[config.mk]
export PLATFORM = sky130hd
export DESIGN_NAME = sound_chip_command_stream_decoder
export DESIGN_NICKNAME = d
export VERILOG_FILES = /design/src/hw/rtl/scsd_pkg.sv /design/src/hw/rtl/sound_chip_command_stream_decoder.sv
export SDC_FILE = /design/constraint.sdc
export NUM_CORES = 1
export LEC_CHECK = 0
export ABC_AREA = 1
export BUFFER_PORTS_ARGS = -buffer_cell sky130_fd_sc_hd__buf_2
export CAP_MARGIN = 5
export CORE_MARGIN = 2
export CORE_UTILIZATION = 55
export CTS_CLUSTER_SIZE = 20
export DETAILED_ROUTE_END_ITERATION = 10
export PLACE_DENSITY = 0.8
export SYNTH_ARGS = -nofsm -noshare
export SYNTH_HDL_FRONTEND = slang
export SYNTH_SLANG_ARGS = --single-unit
[constraint.sdc]
create_clock -name clk -period 3.05 [get_ports clk]
set_clock_uncertainty 0.05 [all_clocks]
set_input_delay 0.305 -clock clk [delete_from_list [all_inputs] [get_ports clk]]
set_output_delay 0.305 -clock clk [all_outputs]
set_load 0.1 [all_outputs]
[src/hw/rtl/scsd_pkg.sv]
// Package for the sound command stream decoder: event codes, phases, lookup tables.
`default_nettype none
package scsd_pkg;
  localparam int OffsetWidth = 16;

  localparam logic [2:0] EV_WRITE   = 3'd0;
  localparam logic [2:0] EV_WAIT    = 3'd1;
  localparam logic [2:0] EV_LOOP    = 3'd2;
  localparam logic [2:0] EV_RESTART = 3'd3;
  localparam logic [2:0] EV_STOP    = 3'd4;
  localparam logic [2:0] EV_NOTIFY  = 3'd5;

  localparam logic CFG_LOOP_ENABLE   = 1'b0;
  localparam logic CFG_SHORT_DEFAULT = 1'b1;

  typedef enum logic [2:0] {
    PH_OP, PH_VAL, PH_FILLVAL, PH_REGFILL, PH_REGCOPY, PH_COPY, PH_NOTIFY
  } phase_t;

  typedef enum logic [1:0] {
    ST_IDLE, ST_EMIT, ST_RUN
  } state_t;

  function automatic logic [7:0] tone_map(input logic [3:0] i);
    case (i)
      4'd0: tone_map = 8'd0;
      4'd1: tone_map = 8'd1;
      4'd2: tone_map = 8'd3;
      4'd3: tone_map = 8'd5;
      4'd4, 4'd5: tone_map = 8'd6;
      4'd6, 4'd7: tone_map = 8'd8;
      4'd8, 4'd9: tone_map = 8'd9;
      4'd10, 4'd11: tone_map = 8'd10;
      default: tone_map = 8'd13;
    endcase
  endfunction

  function automatic logic [5:0] fm_count(input logic [3:0] i);
    case (i)
      4'd0: fm_count = 6'd8;
      4'd1, 4'd2, 4'd3: fm_count = 6'd9;
      default: fm_count = 6'd3;
    endcase
  endfunction

  function automatic logic [7:0] fm_base(input logic [3:0] i);
    case (i)
      4'd0: fm_base = 8'h00;
      4'd1: fm_base = 8'h10;
      4'd2: fm_base = 8'h20;
      4'd3: fm_base = 8'h30;
      4'd4: fm_base = 8'h16;
      4'd5: fm_base = 8'h26;
      default: fm_base = 8'h36;
    endcase
  endfunction

  function automatic logic [7:0] wave_base(input logic [2:0] i);
    case (i)
      3'd0: wave_base = 8'h00;
      3'd1: wave_base = 8'h20;
      3'd2: wave_base = 8'h40;
      3'd3: wave_base = 8'h60;
      default: wave_base = 8'h80;
    endcase
  endfunction
endpackage
`default_nettype wire

[src/hw/rtl/sound_chip_command_stream_decoder.sv]
// Sound chip command stream decoder: one stream byte in, register writes and song events out.
// Usage:
//   Input channel in_valid/in_stall/in_stream_byte takes one stream byte per beat.
//   Output channel out_valid/out_stall carries one event per beat; out_last_of_run
//   marks the final event caused by a byte. Bytes that cause no event give no beat.
//   Config channel cfg_valid/cfg_ready/cfg_index/cfg_wdata writes loop_enable (index 0)
//   and short_default_value (index 1); write only while the block is idle.
// Timing and throughput:
//   A byte is decoded in the cycle it is accepted; its first event shows the next
//   cycle. A byte with no event leaves the input ready for the next byte. A fill run
//   issues one write per cycle while out_stall is low, through the register
//   incrementer and run counter. in_stall is high while a byte's events are still pending.
// Reset:
//   rst_n low clears the chip select, parse phase, offsets and config registers.
// Stall:
//   When out_stall is high the current event holds and the run does not advance.
`default_nettype none
module sound_chip_command_stream_decoder import scsd_pkg::*; (
  input  wire logic                   clk,
  input  wire logic                   rst_n,
  input  wire logic                   in_valid,
  output logic                        in_stall,
  input  wire logic [7:0]             in_stream_byte,
  output logic                        out_valid,
  input  wire logic                   out_stall,
  output logic [2:0]                  out_event_kind,
  output logic [2:0]                  out_target_chip,
  output logic [7:0]                  out_register_index,
  output logic [7:0]                  out_event_value,
  output logic [OffsetWidth-1:0]      out_stream_offset,
  output logic                        out_last_of_run,
  input  wire logic                   cfg_valid,
  output logic                        cfg_ready,
  input  wire logic                   cfg_index,
  input  wire logic [7:0]             cfg_wdata
);
  state_t st_r, st_nxt;
  phase_t ph_r, ph_nxt;
  logic [2:0] chip_r, chip_nxt;
  logic [5:0] cnt_r, cnt_nxt;
  logic [7:0] reg_r, reg_nxt;
  logic [OffsetWidth-1:0] pos_r, pos_nxt, loop_r, loop_nxt;
  logic loop_en_r;
  logic [7:0] sdef_r;
  logic [2:0] kind_r, kind_nxt;
  logic [7:0] oreg_r, oreg_nxt, val_r, val_nxt;
  logic [OffsetWidth-1:0] off_r, off_nxt;
  logic last_r, last_nxt;
  logic [7:0] fillv_r, fillv_nxt;
  logic acc, emit_one, start_run;
  logic [7:0] b;
  logic [3:0] hi, id;
  logic [OffsetWidth-1:0] pos_inc;

  assign acc = in_valid && !in_stall;
  assign b = in_stream_byte;
  assign hi = b[7:4];
  assign id = b[3:0];
  assign pos_inc = pos_r + 1'b1;
  assign cfg_ready = 1'b1;

  always_comb begin
    in_stall = (st_r != ST_IDLE);
    out_valid = (st_r != ST_IDLE);
    out_event_kind = kind_r;
    out_target_chip = chip_r;
    out_register_index = oreg_r;
    out_event_value = val_r;
    out_stream_offset = off_r;
    out_last_of_run = last_r;
  end

  // Decode one byte, or advance a fill run.
  always_comb begin
    ph_nxt = ph_r; chip_nxt = chip_r; cnt_nxt = cnt_r; reg_nxt = reg_r;
    pos_nxt = pos_r; loop_nxt = loop_r; fillv_nxt = fillv_r;
    kind_nxt = kind_r; oreg_nxt = oreg_r; val_nxt = val_r; off_nxt = off_r;
    last_nxt = last_r; emit_one = 1'b0; start_run = 1'b0;
    if (acc) begin
      pos_nxt = pos_inc;
      kind_nxt = EV_WRITE; oreg_nxt = 8'd0; val_nxt = b; off_nxt = '0; last_nxt = 1'b1;
      case (ph_r)
        PH_VAL: begin
          emit_one = 1'b1; oreg_nxt = reg_r; cnt_nxt = '0; ph_nxt = PH_OP;
        end
        PH_FILLVAL: begin
          ph_nxt = PH_OP;
          fillv_nxt = b;
          if (cnt_r != '0) begin
            start_run = 1'b1; oreg_nxt = reg_r; last_nxt = (cnt_r == 6'd1);
            reg_nxt = reg_r + 8'd1; cnt_nxt = cnt_r - 6'd1;
          end
        end
        PH_REGFILL: begin reg_nxt = b; ph_nxt = PH_FILLVAL; end
        PH_REGCOPY: begin reg_nxt = b; ph_nxt = PH_COPY; end
        PH_COPY: begin
          emit_one = 1'b1; oreg_nxt = reg_r; reg_nxt = reg_r + 8'd1;
          if (cnt_r > 6'd1) cnt_nxt = cnt_r - 6'd1;
          else begin cnt_nxt = '0; ph_nxt = PH_OP; end
        end
        PH_NOTIFY: begin emit_one = 1'b1; kind_nxt = EV_NOTIFY; ph_nxt = PH_OP; end
        default: begin
          ph_nxt = PH_OP;
          if (hi == 4'hE) begin
            emit_one = 1'b1; kind_nxt = EV_WAIT; val_nxt = {4'd0, id} + 8'd1;
          end else if (hi == 4'hF) begin
            if (b <= 8'hF6) chip_nxt = id[2:0];
            else if (b == 8'hFD) ph_nxt = PH_NOTIFY;
            else if (b == 8'hFE) begin
              loop_nxt = pos_inc; emit_one = 1'b1; kind_nxt = EV_LOOP;
              val_nxt = 8'hFE; off_nxt = pos_inc;
            end else if (b == 8'hFF) begin
              emit_one = 1'b1;
              if (loop_en_r) begin
                kind_nxt = EV_RESTART; val_nxt = 8'hFF; off_nxt = loop_r; pos_nxt = loop_r;
              end else begin
                kind_nxt = EV_STOP; val_nxt = 8'd0; pos_nxt = '0;
              end
            end
          end else begin
            case (chip_r)
              3'd0: begin
                if (hi == 4'h0) begin cnt_nxt = 6'd1; reg_nxt = b; ph_nxt = PH_VAL; end
                else if (hi == 4'hD) begin
                  emit_one = 1'b1; oreg_nxt = {4'd0, id}; val_nxt = sdef_r;
                end else begin emit_one = 1'b1; oreg_nxt = tone_map(hi); end
              end
              3'd1: begin
                if (hi <= 4'h3) begin cnt_nxt = 6'd1; reg_nxt = b; ph_nxt = PH_VAL; end
                else if (hi == 4'h4 || hi == 4'h5) begin
                  if (id <= 4'd6) begin
                    cnt_nxt = fm_count(id); reg_nxt = fm_base(id);
                    ph_nxt = (hi == 4'h4) ? PH_COPY : PH_FILLVAL;
                  end
                end else if (hi == 4'h6) begin
                  cnt_nxt = {2'd0, id} + 6'd3; reg_nxt = '0; ph_nxt = PH_REGFILL;
                end else if (hi == 4'h7) begin
                  cnt_nxt = {2'd0, id} + 6'd3; reg_nxt = '0; ph_nxt = PH_REGCOPY;
                end else if (hi <= 4'hB) begin
                  emit_one = 1'b1; oreg_nxt = {1'b0, b[6:0]}; val_nxt = 8'd0;
                end
              end
              3'd2: begin cnt_nxt = 6'd1; reg_nxt = b; ph_nxt = PH_VAL; end
              3'd3: begin
                if (b < 8'hB0) begin cnt_nxt = 6'd1; reg_nxt = b; ph_nxt = PH_VAL; end
                else if (b < 8'hC0) begin
                  if (b[2:0] <= 3'd4) begin
                    cnt_nxt = 6'd32; reg_nxt = wave_base(b[2:0]);
                    ph_nxt = (b < 8'hB8) ? PH_COPY : PH_FILLVAL;
                  end
                end else if (b < 8'hD0) begin
                  cnt_nxt = {2'd0, id} + 6'd3; reg_nxt = '0; ph_nxt = PH_REGFILL;
                end else begin
                  cnt_nxt = {2'd0, id} + 6'd3; reg_nxt = '0; ph_nxt = PH_REGCOPY;
                end
              end
              default: ;
            endcase
          end
        end
      endcase
    end else if (st_r == ST_RUN && !out_stall && !last_r) begin
      // advance the fill run: one write per beat through the register incrementer
      oreg_nxt = reg_r; val_nxt = fillv_r; last_nxt = (cnt_r == 6'd1);
      reg_nxt = reg_r + 8'd1; cnt_nxt = cnt_r - 6'd1;
    end
  end

  always_comb begin
    st_nxt = st_r;
    case (st_r)
      ST_IDLE: if (acc) begin
        if (start_run) st_nxt = ST_RUN;
        else if (emit_one) st_nxt = ST_EMIT;
      end
      ST_EMIT: if (!out_stall) st_nxt = ST_IDLE;
      ST_RUN: if (!out_stall && last_r) st_nxt = ST_IDLE;
      default: st_nxt = ST_IDLE;
    endcase
  end

  always_ff @(posedge clk) begin
    if (!rst_n) begin
      st_r <= ST_IDLE; ph_r <= PH_OP; chip_r <= '0; cnt_r <= '0; reg_r <= '0;
      pos_r <= '0; loop_r <= '0; loop_en_r <= 1'b0; sdef_r <= '0;
    end else begin
      st_r <= st_nxt; ph_r <= ph_nxt; chip_r <= chip_nxt; cnt_r <= cnt_nxt;
      reg_r <= reg_nxt; pos_r <= pos_nxt; loop_r <= loop_nxt;
      if (cfg_valid && cfg_ready) begin
        if (cfg_index == CFG_LOOP_ENABLE) loop_en_r <= cfg_wdata[0];
        else sdef_r <= cfg_wdata;
      end
    end
  end

  always_ff @(posedge clk) begin
    kind_r <= kind_nxt; oreg_r <= oreg_nxt; val_r <= val_nxt; off_r <= off_nxt;
    last_r <= last_nxt; fillv_r <= fillv_nxt;
  end

  a_run_last: assert property (@(posedge clk) disable iff (!rst_n)
    (st_r == ST_RUN) |-> (last_r == (cnt_r == 6'd0))) else $error("run count mismatch");
  a_no_accept_busy: assert property (@(posedge clk) disable iff (!rst_n)
    out_valid |-> in_stall) else $error("accept while busy");
  a_single_last: assert property (@(posedge clk) disable iff (!rst_n)
    (st_r == ST_EMIT) |-> last_r) else $error("single event not last");
endmodule
`default_nettype wire

==> reports/metrics.yaml <==
filler_cell_count: 1106
timing.critical_path.buf_inv: 2
finalWorstSetupSlack_ps: 651.5
clock_tree_from_tritoncts: "built"
netlist_area_mm2: 0.006818
final-max-slew-violation-count: 0
worstHoldPathType: "primary input to register"
n_antenna_cell: 0
worst_path_max_delay_cell: "sky130_fd_sc_hd__nor2_1"
first_iter_violations: 785
power.share.combinational_pct: 30.2
seqCellArea_mm2: 0.002582
grt_start_max_net_pins: 29
share_clk_of_total_power_pct: 29.5
multiInputGateArea_mm2: 0.003580
design.die.area_mm2: 0.01330
ys_warn_count: 0
synth.avg_cell_area_um2: 6.978
globalplace.congestion: 1.009
clk_transition_reported_paths_ps: 80
place_ws_ps: 553.1
grt_antenna_before_repair: 0
power.leakage_nw: 3.429
grt_pass1_wl_um: 30400
ys_ff_latch: 107
wl_per_cell_um: 15.75
synth_cells: 977
post_synthesis_share_of_cell_area_spent_on_xor_and_xnor_gates_pct: 2.184
layout.nets: 1059
timing.fmax_mhz: 416.9
criticalPathCategory: "register to register"
gr-total-overflow: 0
half_perimeter_wire_length_after_placement_um: 13820
placement.io_buffers: 62
min-delay-start: "cfg_wdata[3]"
floorplan.die.width_um: 115.3
synthMuxAreaShare_pct: 0
status: "complete, no violations"
via_per_inst: 5.622
p_sw_share_pct: 38.84
max_slew_margin_pct: 51.90
clock_sinks: 107
cellPowerDensity_mw_per_mm2: 563.0
dr.pass1.iters: 5
worst_ep_arrival_time_ps: 2610
regToRegStartpoint: "out_target_chip[2]$_SDFFE_PN0P_"
routed-via-count: 6735
cts_resized: 0
worstSkewPairLatency_ps: 360
final_cells: 1198
pwr-share-seq_pct: 40.3
core_mm2: 0.01206
cts_root_buf: "sky130_fd_sc_hd__clkbuf_16"
yosys.cell_types.count: 47
yosys.area_share.adder_pct: 2.202
place.detailed.instances: 1182
critPathMostFrequentCell: "sky130_fd_sc_hd__nand2_1"
crit_start: "out_target_chip[2]$_SDFFE_PN0P_"
cp_max_fo: 11
post-route-drc-count: 0
worst_path_dominant_cell_family: "simple AND/OR/NAND/NOR gates"
worst_case_vdd_ir_drop_mv: 0.3854
htree_num_levels: 3
hold_violation_total_from_the_final_report: 0
finalSetupTns_ps: 0
initial_utilization_pct: 56.52
grt_pass1_vias: 6189
postRouteAntennaNets: 0
main_combinational_cell_family_by_area_after_synthesis: "simple AND/OR/NAND/NOR gates"
cp-end-kind: "register"
synth-compound-area-share_pct: 17.12
timing.critical_path.cells: "inv_1 -> nand2_1 -> nor2_1 -> nand2_1 -> nand2_1 -> nor2_1 -> nand2_1 -> nand2_1 -> nand2_1 -> nand2_2 -> nand2_2 -> inv_1 -> nor2_1 -> nor2_1"
pin_count: 64
tightest_slew_ps: 720.7
wl_um: 18870
layout_min_cycle_time_ps: 2399
critPathLaunchType: "register"
layout-drive-gt1-share_pct: 13.79
cts_buffers: 9
cts.hold.buffers_added: 0
clk_path_buf_depth: 2
max_stage_delay_ps: 420
yosysSeqAreaShare_pct: 37.88
floorplan.rows: 40
syn_to_final_growth_pct: 10.42
synthesis.nets: 1011
die_height_um: 115.3
total_design_power_w: 0.004238
grtUsageTotal_pct: 29.13
required_ps: 3260
power_report.internal_total_w: 0.002592
drv_cap: 0
synth_simple_gate_area_share_pct: 30.94
switch_pwr_w: 0.001646
final_min_period_over_clock_period_pct: 78.64
cts.repair_timing.setup_buffer_count: 0
setup_viol_count_final: 0
grt_setup_unrepaired: "no"
## metrics by stage
step,area (um^2),util (%),hold WS (ps)
finish,7528,62.42,140.9
global route,7528,62.42,159.4
CTS,7528,62.42,134.7
detailed placement,7208,59.76,398.0
global placement,7208,59.76,392.4
floorplan,6818,-,353.9
## metal layers
layer,vias to the layer above,track usage (%),part of all wire (%)
met5,-,0,0
met4,0,14.30,3.8
met3,59,6.326,8.5
met2,336,46.35,46
met1,3030,37.57,42
li1,3310,-,-
## power by group through the flow
| stage | registers [W] | clock network (W) | logic (W) |
|---|---|---|---|
| after floorplan | 0.00210 | 0 | 0.000648 |
| after global placement | 0.00174 | 0 | 0.00126 |
| after detailed placement | 0.00174 | 0 | 0.00126 |
| after CTS | 0.00171 | 0.00127 | 0.00127 |
| after global routing | 0.00172 | 0.00132 | 0.00138 |
| final | 0.00171 | 0.00125 | 0.00128 |
## layout make-up
class	instances	area share [%]
clock inverter	6	1.080
sequential	107	34.30
clock buffer	10	3.174
timing repair buffer	69	4.820
inverter	123	6.282
tap	168	2.792
multi-input combinational	715	47.55
## synthesized netlist by cell type (all sizes together)
| cell type | count | area, um^2 |
|---|---|---|
| nand2 | 242 | 958.4 |
| nor2 | 131 | 598.1 |
| inv | 118 | 442.9 |
| o21ai | 99 | 495.5 |
| a21oi | 83 | 445.4 |
| nand3 | 71 | 382.9 |
| dfxtp | 63 | 1261 |
| edfxtp | 44 | 1321 |
| buf | 24 | 152.7 |
| xor2 | 14 | 122.6 |
| nor3 | 13 | 70.07 |
| ha | 12 | 150.1 |
| nand4 | 12 | 75.07 |
| clkbuf | 8 | 30.03 |
| o22ai | 8 | 50.05 |
| a31oi | 6 | 43.79 |
| clkinv | 5 | 30.03 |
| a22oi | 4 | 40.03 |
| o211ai | 3 | 22.52 |
| xnor2 | 3 | 26.28 |
| a211oi | 2 | 15.01 |
| and2 | 2 | 12.51 |
| o2111ai | 2 | 17.52 |
| o21bai | 2 | 15.01 |
| o31ai | 2 | 15.01 |
| or2 | 2 | 12.51 |
| a21boi | 1 | 7.510 |
| conb | 1 | 3.750 |
## worst register-to-register path, delay by kind of cell, from the launching register on
| family | cells | cell delay [ps] |
|---|---|---|
| flops | 1 | 350 |
| buf+inv | 2 | 270 |
| simple gates | 12 | 1640 |
## sequential cells by signal, summed over array words and instances, names as in the netlist, 6 cells and up
signal and flops:
out_stream_offset 16, sdef_r 8, cnt_r 6, fillv_r 8, out_event_value 8, reg_r 8
pos_r 16, loop_r 16, out_register_index 8
## path summary, 6_finish.rpt
| kind | cells past startpoint | to | slack, ps |
|---|---|---|---|
| worst max-delay path | 14 | reg_r[0]$_SDFFE_PN0P_ | 650 |
| worst min-delay path | 3 | sdef_r[3]$_SDFFE_PN0P_ | 140 |
| worst max register to register | 14 | reg_r[0]$_SDFFE_PN0P_ | 650 |
| worst min register to register | 2 | loop_r[8]$_SDFFE_PN0P_ | 410 |
## layout by cell type, fill, tap and decap left out, drive strengths merged
master and instances:
ha 12, xnor2 3, or2 2, nand2 242, clkbuf 10, a22oi 4, nand3 71, edfxtp 44
a21oi 83, conb 1, a21boi 1, nor2 131, nor3 13, a211oi 2, o22ai 8, bufinv 1
o31ai 2, clkinv 7, nand4 12, o21bai 2, o2111ai 2, xor2 14, buf 69, inv 121
o211ai 3, o21ai 99, dfxtp 63, a31oi 6, and2 2
## cell families (layout without fill, tap and decap cells)
| family | after synthesis | after routing |
|---|---|---|
| AO/OA/AOI/OAI | 212 | 212 |
| flip-flops | 107 | 107 |
| other | 1 | 1 |
| buffers and inverters | 155 | 208 |
| XOR/XNOR | 17 | 17 |
| adder cells (fa/ha/maj) | 12 | 12 |
| AND/OR/NAND/NOR | 473 | 473 |
Power figures use the tool's default switching activity.
